## src/rtl/cssp_pkg.sv

```systemverilog
// Shared types, constants and the sector skew table for the chunk stream sector placer.
`default_nettype none
package cssp_pkg;

	localparam int TRACK_COUNT_DEF = 35;
	localparam int TRACK_W = 7;
	localparam int SECTOR_W = 10;
	localparam int OFFSET_W = 18;
	localparam logic [SECTOR_W-1:0] SECTOR_MAX = 10'd1023;

	typedef struct packed {
		logic [SECTOR_W-1:0] sector;
		logic [7:0] page_byte;
	} place_req_t;

	typedef struct packed {
		logic ok;
		logic [OFFSET_W-1:0] offset;
	} place_rsp_t;

	typedef struct packed {
		logic dest_valid;
		logic [OFFSET_W-1:0] dest_offset;
		logic end_of_stream;
		logic [1:0] status;
		logic [SECTOR_W-1:0] sectors_used;
	} result_t;

	// Physical sector to logical sector interleave.
	function automatic logic [3:0] skew(input logic [3:0] phys);
		logic [3:0] s;
		case (phys)
			4'h0: s = 4'h0;
			4'h1: s = 4'h7;
			4'h2: s = 4'hE;
			4'h3: s = 4'h6;
			4'h4: s = 4'hD;
			4'h5: s = 4'h5;
			4'h6: s = 4'hC;
			4'h7: s = 4'h4;
			4'h8: s = 4'hB;
			4'h9: s = 4'h3;
			4'hA: s = 4'hA;
			4'hB: s = 4'h2;
			4'hC: s = 4'h9;
			4'hD: s = 4'h1;
			4'hE: s = 4'h8;
			default: s = 4'hF;
		endcase
		return s;
	endfunction

endpackage
`default_nettype wire

```

## src/rtl/cssp_place.sv

```systemverilog
// Maps a sector number and byte index to an image offset, flagging bytes past the disk end.
`default_nettype none
module cssp_place #(
	parameter int TRACK_COUNT = cssp_pkg::TRACK_COUNT_DEF
) (
	input  wire logic [5:0] start_track,
	input  wire cssp_pkg::place_req_t req,
	output cssp_pkg::place_rsp_t rsp
);
	import cssp_pkg::*;

	logic [TRACK_W-1:0] track;

	assign track = {1'b0, start_track} + {1'b0, req.sector[SECTOR_W-1:4]};

	always_comb begin
		rsp.ok = (track < TRACK_W'(TRACK_COUNT)) && (req.sector != SECTOR_MAX);
		if (rsp.ok) begin
			rsp.offset = {track[5:0], skew(req.sector[3:0]), req.page_byte};
		end else begin
			rsp.offset = '0;
		end
	end

endmodule
`default_nettype wire

```

## src/rtl/cssp_parser.sv

```systemverilog
// Stream parse state and the per-byte placement decision.
`default_nettype none
module cssp_parser #(
	parameter int TRACK_COUNT = cssp_pkg::TRACK_COUNT_DEF
) (
	input  wire logic clk,
	input  wire logic arst_n,
	input  wire logic accept,
	input  wire logic [7:0] data_byte,
	input  wire logic last_byte,
	input  wire logic [5:0] start_track,
	output cssp_pkg::result_t result
);
	import cssp_pkg::*;

	localparam logic [2:0] PH_CNT_LO = 3'd0;
	localparam logic [2:0] PH_CNT_HI = 3'd1;
	localparam logic [2:0] PH_HDR = 3'd2;
	localparam logic [2:0] PH_DATA = 3'd3;
	localparam logic [2:0] PH_DONE = 3'd4;

	localparam logic [1:0] ST_OK = 2'd0;
	localparam logic [1:0] ST_TRUNC = 2'd1;
	localparam logic [1:0] ST_HDR_FULL = 2'd2;
	localparam logic [1:0] ST_PAST_END = 2'd3;

	logic [2:0] phase_q, phase_n;
	logic [15:0] chunks_left_q, chunks_left_n;
	logic [7:0] header_index_q, header_index_n;
	logic [2:0] hdr_pos_q, hdr_pos_n;
	logic [15:0] chunk_length_q, chunk_length_n;
	logic [15:0] data_left_q, data_left_n;
	logic [SECTOR_W-1:0] sector_q, sector_n;
	logic [7:0] page_byte_q, page_byte_n;
	logic [1:0] error_q, error_n;

	place_req_t preq;
	place_rsp_t prsp;
	logic place_used;
	logic hdr_full;
	logic [1:0] status;

	cssp_place #(.TRACK_COUNT(TRACK_COUNT)) u_place (
		.start_track(start_track),
		.req(preq),
		.rsp(prsp)
	);

	always_comb begin
		phase_n = phase_q;
		chunks_left_n = chunks_left_q;
		header_index_n = header_index_q;
		hdr_pos_n = hdr_pos_q;
		chunk_length_n = chunk_length_q;
		data_left_n = data_left_q;
		sector_n = sector_q;
		page_byte_n = page_byte_q;
		preq.sector = '0;
		preq.page_byte = '0;
		place_used = 1'b0;
		hdr_full = 1'b0;

		case (phase_q)
			PH_CNT_LO: begin
				chunks_left_n = {8'd0, data_byte};
				place_used = 1'b1;
				header_index_n = 8'd1;
				phase_n = PH_CNT_HI;
			end
			PH_CNT_HI: begin
				chunks_left_n = chunks_left_q | {data_byte, 8'd0};
				hdr_pos_n = '0;
				phase_n = (chunks_left_n != '0) ? PH_HDR : PH_DONE;
			end
			PH_HDR: begin
				if (header_index_q == '0) begin
					hdr_full = 1'b1;
				end else begin
					place_used = 1'b1;
					preq.page_byte = header_index_q;
					header_index_n = header_index_q + 8'd1;
				end
				if (hdr_pos_q == 3'd3) begin
					chunk_length_n = {8'd0, data_byte};
				end else if (hdr_pos_q == 3'd4) begin
					chunk_length_n = chunk_length_q | {data_byte, 8'd0};
				end
				hdr_pos_n = hdr_pos_q + 3'd1;
				if (hdr_pos_n >= 3'd5) begin
					hdr_pos_n = '0;
					chunks_left_n = chunks_left_q - 16'd1;
					data_left_n = chunk_length_n;
					page_byte_n = '0;
					if (chunk_length_n == '0) begin
						phase_n = (chunks_left_n != '0) ? PH_HDR : PH_DONE;
					end else begin
						phase_n = PH_DATA;
					end
				end
			end
			PH_DATA: begin
				place_used = 1'b1;
				preq.sector = sector_q;
				preq.page_byte = page_byte_q;
				page_byte_n = page_byte_q + 8'd1;
				if (page_byte_q == 8'd255 && sector_q != SECTOR_MAX) begin
					sector_n = sector_q + SECTOR_W'(1);
				end
				data_left_n = data_left_q - 16'd1;
				// A chunk ending mid-sector closes that sector.
				if (data_left_n == '0) begin
					if (page_byte_n != '0) begin
						page_byte_n = '0;
						if (sector_q != SECTOR_MAX) begin
							sector_n = sector_q + SECTOR_W'(1);
						end
					end
					phase_n = (chunks_left_q != '0) ? PH_HDR : PH_DONE;
				end
			end
			default: begin
			end
		endcase

		error_n = error_q;
		if (error_q == ST_OK) begin
			if (hdr_full) begin
				error_n = ST_HDR_FULL;
			end else if (place_used && !prsp.ok) begin
				error_n = ST_PAST_END;
			end
		end

		status = error_n;
		if (last_byte && phase_n < PH_DONE) begin
			status = ST_TRUNC;
		end

		result.dest_valid = place_used && prsp.ok;
		result.dest_offset = (place_used && prsp.ok) ? prsp.offset : '0;
		result.end_of_stream = last_byte;
		result.status = status;
		result.sectors_used = sector_n;
	end

	always_ff @(posedge clk or negedge arst_n) begin
		if (!arst_n) begin
			phase_q <= PH_CNT_LO;
			chunks_left_q <= '0;
			header_index_q <= '0;
			hdr_pos_q <= '0;
			chunk_length_q <= '0;
			data_left_q <= '0;
			sector_q <= SECTOR_W'(1);
			page_byte_q <= '0;
			error_q <= ST_OK;
		end else if (accept) begin
			if (last_byte) begin
				phase_q <= PH_CNT_LO;
				chunks_left_q <= '0;
				header_index_q <= '0;
				hdr_pos_q <= '0;
				chunk_length_q <= '0;
				data_left_q <= '0;
				sector_q <= SECTOR_W'(1);
				page_byte_q <= '0;
				error_q <= ST_OK;
			end else begin
				phase_q <= phase_n;
				chunks_left_q <= chunks_left_n;
				header_index_q <= header_index_n;
				hdr_pos_q <= hdr_pos_n;
				chunk_length_q <= chunk_length_n;
				data_left_q <= data_left_n;
				sector_q <= sector_n;
				page_byte_q <= page_byte_n;
				error_q <= error_n;
			end
		end
	end

endmodule
`default_nettype wire

```

## src/rtl/chunk_stream_sector_placer_top.sv

```systemverilog
// Top level of the chunk stream sector placer: config register, parser and result register.
// The result of an accepted input byte is captured in the result register.
// Throughput: one byte per cycle while not stalled; the result register holds while full and out_stall is high,
// and a new request is taken whenever that register is empty or being drained.
// Reset: arst_n clears the parse state and sets start_track to 12; a byte with
// last_byte set also returns the parse state to its reset values, keeping start_track.
`default_nettype none
module chunk_stream_sector_placer_top #(
	parameter int TRACK_COUNT = cssp_pkg::TRACK_COUNT_DEF
) (
	input  wire logic clk,
	input  wire logic arst_n,
	input  wire logic cfg_wr_en,
	input  wire logic [5:0] cfg_wr_data,
	input  wire logic in_valid,
	output logic in_stall,
	input  wire logic [7:0] data_byte,
	input  wire logic last_byte,
	output logic out_valid,
	input  wire logic out_stall,
	output logic dest_valid,
	output logic [cssp_pkg::OFFSET_W-1:0] dest_offset,
	output logic end_of_stream,
	output logic [1:0] status,
	output logic [cssp_pkg::SECTOR_W-1:0] sectors_used
);
	import cssp_pkg::*;

	logic [5:0] start_track_q;
	logic out_valid_q;
	result_t result;
	result_t result_q;
	logic accept;

	assign in_stall = out_valid_q && out_stall;
	assign accept = in_valid && !in_stall;

	always_ff @(posedge clk or negedge arst_n) begin
		if (!arst_n) begin
			start_track_q <= 6'd12;
		end else if (cfg_wr_en) begin
			start_track_q <= cfg_wr_data;
		end
	end

	cssp_parser #(.TRACK_COUNT(TRACK_COUNT)) u_parser (
		.clk(clk),
		.arst_n(arst_n),
		.accept(accept),
		.data_byte(data_byte),
		.last_byte(last_byte),
		.start_track(start_track_q),
		.result(result)
	);

	always_ff @(posedge clk or negedge arst_n) begin
		if (!arst_n) begin
			out_valid_q <= 1'b0;
		end else if (!in_stall) begin
			out_valid_q <= in_valid;
		end
	end

	always_ff @(posedge clk) begin
		if (accept) begin
			result_q <= result;
		end
	end

	assign out_valid = out_valid_q;
	assign dest_valid = result_q.dest_valid;
	assign dest_offset = result_q.dest_offset;
	assign end_of_stream = result_q.end_of_stream;
	assign status = result_q.status;
	assign sectors_used = result_q.sectors_used;

endmodule
`default_nettype wire

```

## config.mk

```make
export PLATFORM = sky130hd
export DESIGN_NAME = chunk_stream_sector_placer_top
export DESIGN_NICKNAME = d
export VERILOG_FILES = /design/src/rtl/cssp_pkg.sv /design/src/rtl/cssp_place.sv /design/src/rtl/cssp_parser.sv /design/src/rtl/chunk_stream_sector_placer_top.sv
export SDC_FILE = /design/constraint.sdc
export NUM_CORES = 1
export LEC_CHECK = 0
export BUFFER_PORTS_ARGS = -buffer_cell sky130_fd_sc_hd__buf_2
export CELL_PAD_IN_SITES_DETAIL_PLACEMENT = 1
export CELL_PAD_IN_SITES_GLOBAL_PLACEMENT = 2
export CORE_UTILIZATION = 34
export CTS_CLUSTER_SIZE = 8
export DETAILED_ROUTE_END_ITERATION = 7
export PLACE_DENSITY_LB_ADDON = 0.1
export SYNTH_ARGS = -nofsm -noshare
export SYNTH_HDL_FRONTEND = slang
export SYNTH_HIERARCHICAL = 1
export SYNTH_SLANG_ARGS = --single-unit
```

## constraint.sdc

```tcl
create_clock -name clk -period 4.4 [get_ports clk]
set_input_delay 0 -clock clk [delete_from_list [all_inputs] [get_ports clk]]
set_output_delay 0 -clock clk [all_outputs]
set_load 0.01 [all_outputs]
```

==> impl_results.md <==
* Clk_lat worst skew at approximately 0.43 ns
* Area share of the largest cell type after synthesis at 27.4%
* Cts repair resizes at 0
* CP cell instances: nor2b_1 > and3_1 > ha_1 > a211oi_1 > nor2_1 > xnor2_1 > a31oi_2 > buf_4 > nor2b_1 > buf_4 > inv_1 > a21oi_1 > nor2_1 > nor2_1 > a21oi_1
* Die width at about 150 um
* IO buf count at 53
* Initial Util at 34.7%
* Worst Skew at 0.0180 ns
* Max_cap viols at 0
* Vias in the first global route at roughly 7600
* CTS tree: built
* Clock transition at path regs at about 0.06 ns
* Remaining Overflow, GRT at 0
* Slew margin rel. at between 20% and 30%
* CP required at between 4 and 5 ns
* Initial antenna violation count at 0
* Hold buffers post-CTS at 18
* CTS sink count at between 100 and 150
* Pint at between 0.002 and 0.003 W
* RSZ-0062 raised after global routing: false
* Initial DRC Count at 357
* Via count at about 7300
* CTS Buf Count at 17
* Final hold vios at 0
* Final setup viols at 0
* Drt first pass iters at 4
* Filler cell count at between 2000 and 3000
* Final GP Congestion at ~0.85
* Status: completed
* Final worst slack at 0.525 ns
* NetSw at approximately 0.0018 W
* Hold WC Path Type: in2reg
* Total Die Area at around 24000 um^2
* Clk buf depth at 2
* Least-Margin Pin Slew at approximately 1.2 ns
* FF-to-FF setup slack at approximately 0.53 ns
* Cells after Synth at approximately 900
* First-pass GRT wire length at ~42000 um
* Die Y at approximately 150 um
* Nets at 1000
* Setup Buffers After CTS at 0
* Via/cell ratio at around 5.8
* Core Area at 22600 um^2
* Busiest grt layer: met2
* Final WL at approximately 26000 um
* Antenna-violating nets left at 0
* Critical Setup Path Class: reg2reg
* Max stage delay on crit path at approximately 0.60 ns
* CP top delay family: simple AND/OR/NAND/NOR gates
* Commonest non-fill, non-tap cell in the layout: nor2_1
* Dpl ws at roughly 0.60 ns
* FF-to-FF path depth at 15
* Avg Cell Area, Syn at 8.68 um^2
* Startpoint types: flop
* Post-synth top area cell: dfrtp_1
* Hold_sp: data_byte[7]
* Sw Ratio at 39.5%
* H-tree level count at 4
* R2R Path End: status[1]$_DFFE_PP_
* Post-layout minimum cycle time at between 3 and 4 ns
* CP endpoint kind: flop
* Area delta synth->final at 16.8%
* Clock root cell: clkbuf_16
* Syn Nets at around 950
* DRC viols at 0
* Global Route met1 Usage at 29.4%
* Routing usage on met2 at between 30% and 40%
* Row cnt at 55
* Largest net degree at the start of global routing at 69
* Post-synth cell types at 85
* Max Transition Viols Final at 0
* Reg power frac at about 33%
* Fmax at 258 MHz
* Antenna diodes at 0
* Met3 GRT Util at around 3.9%
* Final period util at 88.1%
* Worst path slowest cell: nor2b_1
* Worst path bufs/invs at 3
* Fraction of layout cells with a size suffix above 1 at 14.5%
* Min-Delay Path Depth at 3
* Yosys warns at 6
* RR Startpoint: u_parser/phase_q[2]$_DFFE_PN0P_
* Clock power share at between 30% and 40%
* VDD IR max at approximately 0.00024 V
* I/O pins at 54
* Sequential share of the synthesized area at 40.6%
* P_leak at between 3 and 4 nW
* Flops & latches, synth at approximately 120
* Setup TNS at 0 ns
* FFs w/ async S/R, synth at about three quarters
* Area contributors post-synth: dfrtp_1 27%, edfxtp_1 12%, nor2_1 5.4%
* DP HPWL at 18300 um
* Combinational share of power at 34.9%
* Wire per inst at slightly above 20 um
* Top_reg_cell synth: dfrtp_1
* Most frequent cells in the layout: 114 x nor2_1, 86 x dfrtp_1, 79 x o21ai_0
* Max Fanout on Critical Path at 21
* Area of the mapped netlist at approximately 8000 um^2
* Number of synthesized flops with an enable pin at 32
* GRT Overall Usage at 22.8%
* Crit path top cell by count: nor2_1
* Pwr dens at around 500 nW/um^2
* Crit path DAT at roughly 4.0 ns
* End point of the worst hold path: u_parser/chunks_left_q[7]$_DFFE_PN0P_
sequential cells by signal, summed over array words and instances (netlist names):
signal	flops
u_parser/error_q	2
dest_valid	1
status	2
start_track_q	6
u_parser/sector_q	10
u_parser/chunk_length_q	16
u_parser/data_left_q	16
sectors_used	10
u_parser/hdr_pos_q	3
u_parser/header_index_q	8
end_of_stream	1
dest_offset	18
u_parser/phase_q	3
out_valid	1
u_parser/page_byte_q	8
u_parser/chunks_left_q	16
routing by layer:
metal,up-vias,share of wire (%)
li1,3476,-
met1,3713,47
met2,126,49
met3,24,2.8
met4,0,1.3
met5,-,0
cell families (layout without fill, tap and decap cells):
kind of cell / Yosys count / count (layout) / synth area share, %
AO/OA/AOI/OAI: 279 / 279 / 23.5
flip-flops: 121 / 121 / 40.6
buffers and inverters: 95 / 163 / 5.03
adder cells (fa/ha/maj): 19 / 19 / 3.12
XOR/XNOR: 15 / 15 / 1.67
multiplexers: 17 / 17 / 2.56
AND/OR/NAND/NOR: 360 / 360 / 23.6
how the worst max path moves through the flow:
stage	from	end	slack, ns	cells after the start
finish	u_parser/phase_q[2]$_DFFE_PN0P_	status[1]$_DFFE_PP_	0.53	15
global route	u_parser/phase_q[2]$_DFFE_PN0P_	status[1]$_DFFE_PP_	0.12	15
CTS	u_parser/phase_q[2]$_DFFE_PN0P_	status[1]$_DFFE_PP_	0.56	15
detailed placement	u_parser/phase_q[2]$_DFFE_PN0P_	status[1]$_DFFE_PP_	0.60	15
global placement	u_parser/phase_q[2]$_DFFE_PN0P_	status[1]$_DFFE_PP_	0.75	15
floorplan	out_valid$_DFFE_PN0N_	u_parser/header_index_q[5]$_DFFE_PN0P_	0.63	6
power by group through the flow:
stage / Combinational, W / Sequential [W] / Clock (W)
5_1_grt: 0.00175 / 0.00154 / 0.00152
6_report: 0.00158 / 0.00151 / 0.00144
3_5_place_dp: 0.00156 / 0.00153 / 0
2_1_floorplan: 0.00111 / 0.00147 / 0
4_1_cts: 0.00158 / 0.00151 / 0.00148
3_3_place_gp: 0.00152 / 0.00152 / 0
synthesized netlist by cell type (8+ instances only):
master	n
o22ai_1	15
xnor2_1	10
a22oi_1	18
mux2i_1	10
a31oi_1	10
clkbuf_1	44
nor3_1	19
ha_1	18
nor2_1	114
dfrtp_1	86
nand3_1	22
nand4_1	14
nor2b_1	10
nor4_1	15
o21ai_0	79
a21oi_1	62
edfxtp_1	32
nand2_1	70
nand2b_1	8
o2bb2ai_1	9
and3_1	39
inv_1	38
tightest hold or removal path, delay by kind of cell:
family                 cells  cell delay [ns]
buffers and inverters      1             0.17
AOI/OAI and AO/OA          2             0.22
per-stage QoR:
| step | power (W) | hold WS, ns | instances | utilization, % | cell area, um^2 |
|---|---|---|---|---|---|
| CTS | 0.00457 | 0.0000451 | 1259 | 40.6 | 9190 |
| floorplan | 0.00258 | -0.296 | 906 | - | 7870 |
| finish | 0.00453 | 0.00554 | 1259 | 40.6 | 9190 |
| detailed placement | 0.00309 | 0.202 | 1209 | 37.2 | 8420 |
| global route | 0.00482 | 0.0309 | 1259 | 40.6 | 9190 |
| global placement | 0.00304 | 0.192 | 1209 | 37.2 | 8420 |
cell type report:
class	instances	area [um^2]	share of cell area, %
multi-input combinational	690	4300	46.8
inverter	39	146	1.59
clock inverter	14	159	1.73
clock buffer	18	429	4.67
sequential	121	3190	34.7
tap	285	357	3.88
timing repair buffer	92	606	6.59
(Power assumes the default switching activity.)
